### config.mk
export PLATFORM = sky130hd
export DESIGN_NAME = stable_severity_priority_queue
export DESIGN_NICKNAME = d
export VERILOG_FILES = /design/src/rtl/core/sspq_pkg.sv /design/src/rtl/core/stable_severity_priority_queue.sv /design/src/rtl/core/sspq_cell.sv
export SDC_FILE = /design/constraint.sdc
export NUM_CORES = 2
export LEC_CHECK = 0
export ABC_AREA = 1
export BUFFER_PORTS_ARGS = -buffer_cell sky130_fd_sc_hd__buf_4
export CAP_MARGIN = 5
export CELL_PAD_IN_SITES_DETAIL_PLACEMENT = 0
export CELL_PAD_IN_SITES_GLOBAL_PLACEMENT = 2
export CORE_MARGIN = 1
export CORE_UTILIZATION = 39
export DETAILED_ROUTE_END_ITERATION = 10
export HOLD_SLACK_MARGIN = 0.15
export PLACE_DENSITY_LB_ADDON = 0.1
export SLEW_MARGIN = 0
export SYNTH_ARGS = -nofsm -noshare
export SYNTH_HDL_FRONTEND = slang
export SYNTH_SLANG_ARGS = --single-unit
### constraint.sdc
create_clock -name clk -period 6 [get_ports clk]
set_clock_uncertainty 0.15 [all_clocks]
set_input_delay 0.6 -clock clk [delete_from_list [all_inputs] [get_ports clk]]
set_output_delay 0.6 -clock clk [all_outputs]
set_load 0.03 [all_outputs]
### src/rtl/core/sspq_pkg.sv
// Package of the severity priority queue: widths, codes and beat types.
// No dependencies; used by every module of the queue.
`default_nettype none

package sspq_pkg;

  localparam int CAPACITY_DEF = 64;
  localparam int ID_W         = 16;
  localparam int SEV_W        = 3;
  localparam int STATUS_W     = 3;
  localparam int OCC_W        = 7;

  localparam logic [SEV_W-1:0] SEV_MIN = 3'd1;
  localparam logic [SEV_W-1:0] SEV_MAX = 3'd5;
  localparam logic [SEV_W-1:0] SEV_TOP = 3'd7;

  localparam logic CMD_INSERT = 1'b0;
  localparam logic CMD_POP    = 1'b1;

  localparam logic [STATUS_W-1:0] ST_INSERTED = 3'd0;
  localparam logic [STATUS_W-1:0] ST_POPPED   = 3'd1;
  localparam logic [STATUS_W-1:0] ST_EMPTY    = 3'd2;
  localparam logic [STATUS_W-1:0] ST_FULL     = 3'd3;
  localparam logic [STATUS_W-1:0] ST_BADSEV   = 3'd4;

  typedef struct packed {
    logic [ID_W-1:0]  id;
    logic [SEV_W-1:0] sev;
  } sspq_entry_t;

  typedef struct packed {
    logic             ins;
    logic             pop;
    logic [ID_W-1:0]  id;
    logic [SEV_W-1:0] sev;
  } sspq_cmd_t;

endpackage

`default_nettype wire

### src/rtl/core/stable_severity_priority_queue.sv
// Sorted priority queue built as a chain of CAPACITY cells.
// The result beat is registered and comes in the cycle after the command is taken.
// Throughput: one command per cycle; busy stays low, every slot shifts at once.
// Reset: entry count and result strobe clear; slot contents are left as is.
// The receiver cannot stall: each result beat lasts one cycle.
`default_nettype none

module stable_severity_priority_queue #(
  parameter int CAPACITY = sspq_pkg::CAPACITY_DEF
) (
  input  wire                               clk,
  input  wire                               rst_n,
  input  wire                               start,
  output logic                              busy,
  input  wire                               in_command,
  input  wire  [sspq_pkg::ID_W-1:0]         in_patient_id,
  input  wire  [sspq_pkg::SEV_W-1:0]        in_severity,
  output logic                              out_valid,
  output logic [sspq_pkg::STATUS_W-1:0]     out_status,
  output logic [sspq_pkg::ID_W-1:0]         out_id,
  output logic [sspq_pkg::SEV_W-1:0]        out_severity,
  output logic [sspq_pkg::OCC_W-1:0]        out_occupancy
);

  localparam int CNT_W = $clog2(CAPACITY + 1);

  logic                             accept;
  logic                             sev_ok;
  logic                             full;
  logic                             empty;
  sspq_pkg::sspq_cmd_t              cmd;
  logic [CNT_W-1:0]                 cnt_r;
  logic [CNT_W-1:0]                 cnt_nxt;
  logic [CNT_W+sspq_pkg::OCC_W-1:0] cnt_ext;
  logic                             valid_r;
  logic [sspq_pkg::STATUS_W-1:0]    status_r;
  logic [sspq_pkg::STATUS_W-1:0]    status_nxt;
  logic [sspq_pkg::ID_W-1:0]        id_r;
  logic [sspq_pkg::ID_W-1:0]        id_nxt;
  logic [sspq_pkg::SEV_W-1:0]       sev_r;
  logic [sspq_pkg::SEV_W-1:0]       sev_nxt;
  logic [sspq_pkg::OCC_W-1:0]       occ_r;

  sspq_pkg::sspq_entry_t            ents [CAPACITY];
  logic                             occ  [CAPACITY];

  assign busy   = 1'b0;
  assign accept = start && !busy;
  assign sev_ok = (in_severity >= sspq_pkg::SEV_MIN) && (in_severity <= sspq_pkg::SEV_MAX);
  assign full   = (cnt_r == CNT_W'(CAPACITY));
  assign empty  = (cnt_r == '0);

  always_comb begin
    cmd.ins    = accept && (in_command == sspq_pkg::CMD_INSERT) && sev_ok && !full;
    cmd.pop    = accept && (in_command == sspq_pkg::CMD_POP) && !empty;
    cmd.id     = in_patient_id;
    cmd.sev    = in_severity;
    cnt_nxt    = cnt_r;
    status_nxt = sspq_pkg::ST_INSERTED;
    id_nxt     = '0;
    sev_nxt    = '0;
    case (in_command)
      sspq_pkg::CMD_INSERT: begin
        if (!sev_ok) begin
          status_nxt = sspq_pkg::ST_BADSEV;
        end else if (full) begin
          status_nxt = sspq_pkg::ST_FULL;
        end else begin
          status_nxt = sspq_pkg::ST_INSERTED;
          cnt_nxt    = cnt_r + 1'b1;
        end
      end
      sspq_pkg::CMD_POP: begin
        if (empty) begin
          status_nxt = sspq_pkg::ST_EMPTY;
        end else begin
          status_nxt = sspq_pkg::ST_POPPED;
          id_nxt     = ents[0].id;
          sev_nxt    = ents[0].sev;
          cnt_nxt    = cnt_r - 1'b1;
        end
      end
      default: begin
        status_nxt = sspq_pkg::ST_INSERTED;
      end
    endcase
  end

  assign cnt_ext = {{sspq_pkg::OCC_W{1'b0}}, cnt_nxt};

  genvar gi;
  generate
    for (gi = 0; gi < CAPACITY; gi++) begin : g_cell
      sspq_pkg::sspq_entry_t left_ent;
      sspq_pkg::sspq_entry_t right_ent;
      logic                  left_occ;

      assign occ[gi] = (CNT_W'(gi) < cnt_r);

      if (gi == 0) begin : g_head
        assign left_occ = 1'b1;
        assign left_ent = {{sspq_pkg::ID_W{1'b0}}, sspq_pkg::SEV_TOP};
      end else begin : g_body
        assign left_occ = occ[gi-1];
        assign left_ent = ents[gi-1];
      end

      if (gi == CAPACITY - 1) begin : g_tail
        assign right_ent = '0;
      end else begin : g_link
        assign right_ent = ents[gi+1];
      end

      sspq_cell u_cell (
        .clk       (clk),
        .cmd       (cmd),
        .left_occ  (left_occ),
        .left_ent  (left_ent),
        .right_ent (right_ent),
        .self_occ  (occ[gi]),
        .ent       (ents[gi])
      );
    end
  endgenerate

  always_ff @(posedge clk) begin
    if (!rst_n) begin
      cnt_r   <= '0;
      valid_r <= 1'b0;
    end else begin
      valid_r <= accept;
      if (accept) begin
        cnt_r <= cnt_nxt;
      end
    end
  end

  always_ff @(posedge clk) begin
    if (accept) begin
      status_r <= status_nxt;
      id_r     <= id_nxt;
      sev_r    <= sev_nxt;
      occ_r    <= cnt_ext[sspq_pkg::OCC_W-1:0];
    end
  end

  assign out_valid     = valid_r;
  assign out_status    = status_r;
  assign out_id        = id_r;
  assign out_severity  = sev_r;
  assign out_occupancy = occ_r;

endmodule

`default_nettype wire

### src/rtl/core/sspq_cell.sv
// One slot of the sorted chain: holds an entry, takes the new one, its left
// neighbor on insert, or its right neighbor on pop. Depends on sspq_pkg.
`default_nettype none

module sspq_cell (
  input  wire                          clk,
  input  wire sspq_pkg::sspq_cmd_t     cmd,
  input  wire                          left_occ,
  input  wire sspq_pkg::sspq_entry_t   left_ent,
  input  wire sspq_pkg::sspq_entry_t   right_ent,
  input  wire                          self_occ,
  output sspq_pkg::sspq_entry_t        ent
);

  sspq_pkg::sspq_entry_t ent_r;
  sspq_pkg::sspq_entry_t ent_nxt;
  logic                  left_ge;
  logic                  left_lt;
  logic                  self_lt;

  assign left_ge = left_occ && (left_ent.sev >= cmd.sev);
  assign left_lt = left_occ && (left_ent.sev < cmd.sev);
  assign self_lt = !self_occ || (ent_r.sev < cmd.sev);

  always_comb begin
    ent_nxt = ent_r;
    if (cmd.ins) begin
      if (left_ge && self_lt) begin
        ent_nxt.id  = cmd.id;
        ent_nxt.sev = cmd.sev;
      end else if (left_lt) begin
        ent_nxt = left_ent;
      end
    end else if (cmd.pop) begin
      ent_nxt = right_ent;
    end
  end

  always_ff @(posedge clk) begin
    ent_r <= ent_nxt;
  end

  assign ent = ent_r;

endmodule

`default_nettype wire

-- Word level (Yosys, flattened, before mapping)
Cells that the tools add are included.
- add/subtract/negate cells: 2
- magnitude comparators: 195
- eq/ne operators: 65
- multiplexer cells: 264
- bitwise gates (word level): 1
- reduce and logical (&&, ||, !) cells: 393
- operator list (kind ; count):
    two-way mux 19 bit ; 256
    < comparator 6 x 7 -> 1 bit, first input constant ; 32
    logical AND 1 bit ; 196
    < comparator 3 bit ; 64
    inequality test 3 x 1 -> 1 bit, second input constant ; 64
    greater-or-equal comparator 3 bit ; 63
    AND reduction 2 bit ; 64
    < comparator 5 x 7 -> 1 bit, first input constant ; 16
    zero test 1 bit ; 66
    logical OR 1 bit ; 64
    < comparator 4 x 7 -> 1 bit, first input constant ; 8
    < comparator 3 x 7 -> 1 bit, first input constant ; 4
    two-way mux 7 bit ; 3
    < comparator 1 x 7 -> 1 bit, first input constant ; 2
    < comparator 2 x 7 -> 1 bit, first input constant ; 2
    case mux 7 bit (2 select lines) ; 1
    adder 7 x 1 -> 7 bit, second input constant ; 1
    equality test 7 bit, second input constant ; 1
    zero test 7 bit ; 1
    subtractor 7 x 1 -> 7 bit, second input constant ; 1
    case mux 3 bit (2 select lines) ; 1
    two-way mux 2 bit ; 2
    greater-or-equal comparator 3 x 1 -> 1 bit, second input constant ; 1
    greater-or-equal comparator 3 bit, first input constant ; 1
    6 further kinds ; 6
- register bits: 1253
- logic and storage cells: 1054

-- Longest topological paths before layout
- word-level depth: 6
- depth in mapped cells: 13

-- Cells and area by module
From an unflattened synthesis, not the netlist that was laid out.
- cells, all modules: 12219
- area, all modules: 90354.2 sq um
- modules (own cells, without submodules) (module ; times used ; cells each ; area an instance (sq um)):
    sspq_cell ; 64 ; 186 ; 1375.1
    stable_severity_priority_queue ; 1 ; 315 ; 2349.8

-- Worst setup path before layout
No wires, ideal clock.
- path kind: in2reg
- from: input port in_severity[2] (netlist name)
- to: register g_cell[39].u_cell.ent_r (netlist bit g_cell[39].u_cell.ent[0]) (enable)
- data arrival time: 4.944 ns
- data required time: 5.443 ns
- setup slack: 0.499 ns
- cell stages on the path: 10
- cells stage by stage: buf_2 -> inv_2 -> clkbuf_1 -> ha_1 -> a21oi_1 -> nand2_1 -> nand2_1 -> nand3_1 -> clkbuf_1 -> a31oi_1
- cells in the longest elaborated chain, start to end: 6
- elaborated cells on any way between the ends: 15
- those cells by class: order compare (5); eq/ne (1); reduce/logical (9)
- RTL lines (item ; RTL line ; source):
    start, declared ; stable_severity_priority_queue.sv:17 ; input wire [sspq_pkg::SEV_W-1:0] in_severity,
    greater-or-equal comparator 3 x 1 -> 1 bit or <= comparator 3 bit (tied branches) ; stable_severity_priority_queue.sv:49 ; assign sev_ok = (in_severity >= sspq_pkg::SEV_MIN) && (in_severity <= sspq_pkg::SEV_MAX);
    logical AND 1 bit ; stable_severity_priority_queue.sv:49 ;
    logical AND 1 bit (2 in a row) ; stable_severity_priority_queue.sv:54 ; cmd.ins = accept && (in_command == sspq_pkg::CMD_INSERT) && sev_ok && !full;
    inequality test 3 x 1 -> 1 bit (no source line) or nonzero test 2 bit (tied branches) ; n/a ;
    AND reduction 2 bit (no source line) (*) ; n/a ;
    end signal, assigned ; sspq_cell.sv:40 ; ent_r <= ent_nxt;
    end, declared ; sspq_cell.sv:15 ; sspq_pkg::sspq_entry_t ent_r;
Every way passes the cells marked *; elsewhere a longest branch is shown, timed or not.
A chain may end at the register's enable or synchronous reset.

-- Worst setup path after layout
- from: register cnt_r[1]
- to: register g_cell[4].u_cell.ent_r (netlist bit g_cell[4].u_cell.ent[11]) (enable)
- cells in the longest elaborated chain, start to end: 6
- elaborated cells on any way between the ends: 16
- those cells by class: order compare (2); eq/ne (2); reduce/logical (12)
- RTL lines (item ; RTL line ; source):
    start, declared ; stable_severity_priority_queue.sv:32 ; logic [CNT_W-1:0] cnt_r;
    start signal, assigned ; stable_severity_priority_queue.sv:133 ; cnt_r <= cnt_nxt;
    < comparator 3 x 7 -> 1 bit ; stable_severity_priority_queue.sv:98 ; assign occ[gi] = (CNT_W'(gi) < cnt_r);
    zero test 1 bit ; sspq_cell.sv:23 ; assign self_lt = !self_occ || (ent_r.sev < cmd.sev);
    logical OR 1 bit ; sspq_cell.sv:23 ;
    logical AND 1 bit ; sspq_cell.sv:28 ; if (left_ge && self_lt) begin
    inequality test 3 x 1 -> 1 bit (no source line) ; n/a ;
    AND reduction 2 bit (no source line) (*) ; n/a ;
    end signal, assigned ; sspq_cell.sv:40 ;
    end, declared ; sspq_cell.sv:15 ;
Marked as above.

==> flow_metrics.py <==
metrics = {
    "status": {
        "outcome": "finished clean",
    },
    "cells_and_area": {
        "area_growth_syn_to_layout_pct": 9.24,
        "final.fill_count": 20875,
        "seq_area_um2": 37500,
        "most-common-layout-cells": "sky130_fd_sc_hd__nand2_1 (3840), sky130_fd_sc_hd__nand3_1 (1894), sky130_fd_sc_hd__inv_1 (1271), sky130_fd_sc_hd__edfxtp_1 (1245), sky130_fd_sc_hd__nand4_1 (594)",
        "layout.nets": 10272,
        "ratio_of_cells_with_drive_above_1_in_the_final_layout_pct": 6.40,
        "multi_input_area_um2": 33100,
        "layout.cells.most_common": "sky130_fd_sc_hd__nand2_1",
    },
    "routing": {
        "drt_pre_antenna_iters": 6,
        "route.detailed.drc": 0,
        "drt-initial-drc-count": 8491,
        "wl_um": 314000,
        "routedWlPerCell_um": 24.4,
        "number_of_nets_with_antenna_violations_after_routing": 0,
        "via_count": 71954,
        "via_density": 5.59,
    },
    "timing": {
        "setup_violations": 0,
        "setup_repair_after_global_routing_missed_its_margin": "false",
        "layout_min_cycle_time_ns": 4.78,
        "max_slew_margin_pct": 19.6,
        "setup_tns_ns": 0,
        "finalHoldWorstSlack_ns": 0.196,
        "slew_viol_final": 0,
        "worst-slew-pin-transition_ns": 1.20,
        "finalHoldViolations": 0,
        "period_share_pct": 79.6,
        "max_freq_ghz": 0.209,
    },
    "hold_path": {
        "hold_path.class": "in -> reg",
    },
    "setup_path": {
        "crit_family": "simple AND/OR/NAND/NOR gates",
        "crit_arrival_ns": 5.13,
        "worst_ep_required_time_ns": 6.36,
        "cpMaxStageDelayCell": "sky130_fd_sc_hd__nand2_1",
        "cp_max_fo": 22,
        "crit_type": "reg -> reg",
        "endpoint_kind": "register",
        "critPathMaxStageDelay_ns": 0.73,
        "cp_common_cell": "sky130_fd_sc_hd__nand2_1",
        "worst-path-buf-inv": 2,
        "setup.worst_path.start_class": "register",
        "crit_path_cell_trace": "inv_1 -> nand2_1 -> nand2_1 -> nand2_1 -> nand2_1 -> nand3_1 -> a31oi_2 -> buf_4",
    },
    "power_and_ir_drop": {
        "power_internal_mw": 18.4,
        "swShare_pct": 34.4,
        "ir_worst_vdd_mv": 0.368,
        "power_switching_mw": 9.65,
        "cellPowerDensity_nw_per_um2": 324,
        "power_leakage_nw": 40.8,
        "combPwrFrac_pct": 23.4,
        "p_clk_share_pct": 33.9,
        "share_seq_of_total_power_pct": 42.7,
    },
    "logic_synthesis": {
        "synth_cell_types": 37,
        "ys_async_sr_fraction_pct": 0,
        "yosys.area_share.xor_xnor_pct": 0.0331,
        "synth_compound_area_share_pct": 1.88,
        "synth.yosys.seq_area_share_pct": 47.3,
        "synth-simple-area-share_pct": 36.2,
        "yosys_warnings": 0,
        "syn_area_um2": 79300,
        "syn-instance-count": 10408,
        "synth_top_area_share_pct": 47.1,
        "synth-main-ff-cell": "sky130_fd_sc_hd__edfxtp_1",
        "synth_enable_flop_cells": 1245,
        "synth.area.top_cells": "sky130_fd_sc_hd__edfxtp_1 (47%), sky130_fd_sc_hd__nand2_1 (18%), sky130_fd_sc_hd__nand3_1 (12%)",
        "synth.largest_area_cell": "sky130_fd_sc_hd__edfxtp_1",
        "synth_net_count": 10625,
        "synthAdderAreaFrac_pct": 3.06,
        "synth_seq_cells": 1253,
        "post_synth_mux_area_share_pct": 0,
        "synth_top_family_by_area": "simple AND/OR/NAND/NOR gates",
        "synth.avg_cell_area_um2": 7.62,
    },
    "global_route": {
        "first_pass_grt_wire_length_um": 461000,
        "grt_remaining_overflow": 0,
        "grtUsageTotal_pct": 30.0,
        "grt_start_max_net_pins": 192,
        "grt_pass1_vias": 68320,
        "grt_antenna_before_repair": 4,
    },
    "clock_tree": {
        "cts-resized-gates": 0,
        "number_of_buffers_added_for_setup_after_cts": 0,
        "clock_tree_from_tritoncts": "done",
        "clkSinkCount": 1253,
        "clock_path_buffers": 3,
        "worst_skew_pair.late_latency_ns": 0.84,
        "cts_root_buffer": "sky130_fd_sc_hd__clkbuf_16",
        "cts.clk_slew.worst_paths_ns": 0.06,
        "total_clock_buffers_created_by_cts": 158,
        "cts_max_level": 4,
        "cts_stage_hold_buffer_count": 11,
    },
    "floorplanning": {
        "die_wd_um": 453,
        "floorplan.rows": 165,
        "floorplan.die_area_um2": 205000,
        "floorplan.initialDensity_pct": 39.2,
        "die_height_um": 453,
        "io-pin-count": 54,
        "core-area_um2": 202000,
    },
    "placement": {
        "dp_hpwl_um": 215000,
        "port_buffers": 52,
        "gp_routability_congestion": 0.902,
    },
    "job": {
        "timing.max_cap.violations": 0,
    },
}
## cell families after synthesis
logic type / after synthesis
other: 1
AOI/OAI and AO/OA: 264
buffers and inverters: 2141
DFF: 1253
and+or+nand+nor: 6552
xor gates and xnor gates: 3
adders and majority gates: 194
## worst reg2reg max path: stages, from the launching register on
cell and delay (ns):
sky130_fd_sc_hd__dfxtp_1 0.45, sky130_fd_sc_hd__inv_1 0.27, sky130_fd_sc_hd__nand2_1 0.35, sky130_fd_sc_hd__nand2_1 0.54
sky130_fd_sc_hd__nand2_1 0.60, sky130_fd_sc_hd__nand2_1 0.73, sky130_fd_sc_hd__nand3_1 0.70, sky130_fd_sc_hd__a31oi_2 0.37
sky130_fd_sc_hd__buf_4 0.30
## stage by stage
stage          instance area [um2]  util [%]  instances  setup WS [ns]  power (mW)
2_1_floorplan                79300         -      10408          0.499        16.1
3_3_place_gp                 81500      40.3      12555           1.36        18.5
3_5_place_dp                 81500      40.3      12556           1.27        18.6
4_1_cts                      86600      42.9      12857           1.28        28.1
5_1_grt                      86600      42.9      12859           1.02        29.2
6_report                     86600      42.9      12861           1.22        28.1
## sequential cells by signal, summed over array words and instances, names as in the netlist
signal	flops
g_cell.u_cell.ent	1216
cnt_r	7
out_id	16
out_occupancy	7
out_status	3
out_severity	3
out_valid	1
## power groups by stage
stage | logic [mW] | registers [mW] | clock network [mW]
6_report | 6.55 | 12.0 | 9.51
5_1_grt | 7.23 | 12.1 | 9.95
4_1_cts | 6.49 | 12.0 | 9.66
3_5_place_dp | 6.46 | 12.1 | 0
3_3_place_gp | 6.37 | 12.1 | 0
2_1_floorplan | 4.44 | 11.7 | 0
## layout make-up
type	count	area share, %
antenna	4	0.0116
clock buffer	189	4.75
clock inverter	101	0.995
inverter	1301	5.70
multi-input combinational	7014	38.2
sequential	1253	43.3
tap	2672	3.86
timing repair buffer	327	3.16
## cell usage after synthesis (5+ instances only)
master                     count
sky130_fd_sc_hd__buf_4       114
sky130_fd_sc_hd__edfxtp_1   1245
sky130_fd_sc_hd__inv_1      1271
sky130_fd_sc_hd__o21bai_1     19
sky130_fd_sc_hd__a21oi_1      62
sky130_fd_sc_hd__nand2_1    3840
sky130_fd_sc_hd__nand3b_1     27
sky130_fd_sc_hd__nand3_1    1894
sky130_fd_sc_hd__o21ai_0      63
sky130_fd_sc_hd__nand4_1     594
sky130_fd_sc_hd__o21ai_2       8
sky130_fd_sc_hd__inv_2        26
sky130_fd_sc_hd__a31oi_1      58
sky130_fd_sc_hd__buf_6        15
sky130_fd_sc_hd__ha_1        194
sky130_fd_sc_hd__nor2_1      153
sky130_fd_sc_hd__o22ai_1      16
sky130_fd_sc_hd__nand2_2       6
sky130_fd_sc_hd__clkbuf_1    318
sky130_fd_sc_hd__dfxtp_1       8
sky130_fd_sc_hd__and3_1       18
sky130_fd_sc_hd__nor2_4        5
sky130_fd_sc_hd__buf_2       376
sky130_fd_sc_hd__o21ai_1      37
sky130_fd_sc_hd__buf_1        16
## routing by layer
metal	global-route usage [%]	vias up	part of all wire [%]	wire length, um
li1	-	33620	-	-
met5	0	-	0	0
met1	43.7	35002	45	143000
met3	4.44	429	7.6	23900
met2	45.4	2903	44	137000
met4	9.62	0	3.2	10200
## path summary, 6_finish.rpt
path         slack (ns)                      start                   endpoint  cells after the start
max                1.22                   cnt_r[1]   g_cell[4].u_cell.ent[11]                      8
min                0.20          in_patient_id[10]  g_cell[59].u_cell.ent[13]                      3
max reg2reg        1.22                   cnt_r[1]   g_cell[4].u_cell.ent[11]                      8
min reg2reg        0.38  g_cell[63].u_cell.ent[16]  g_cell[62].u_cell.ent[16]                      2
No activity file was read; power rests on OpenSTA's default activity.
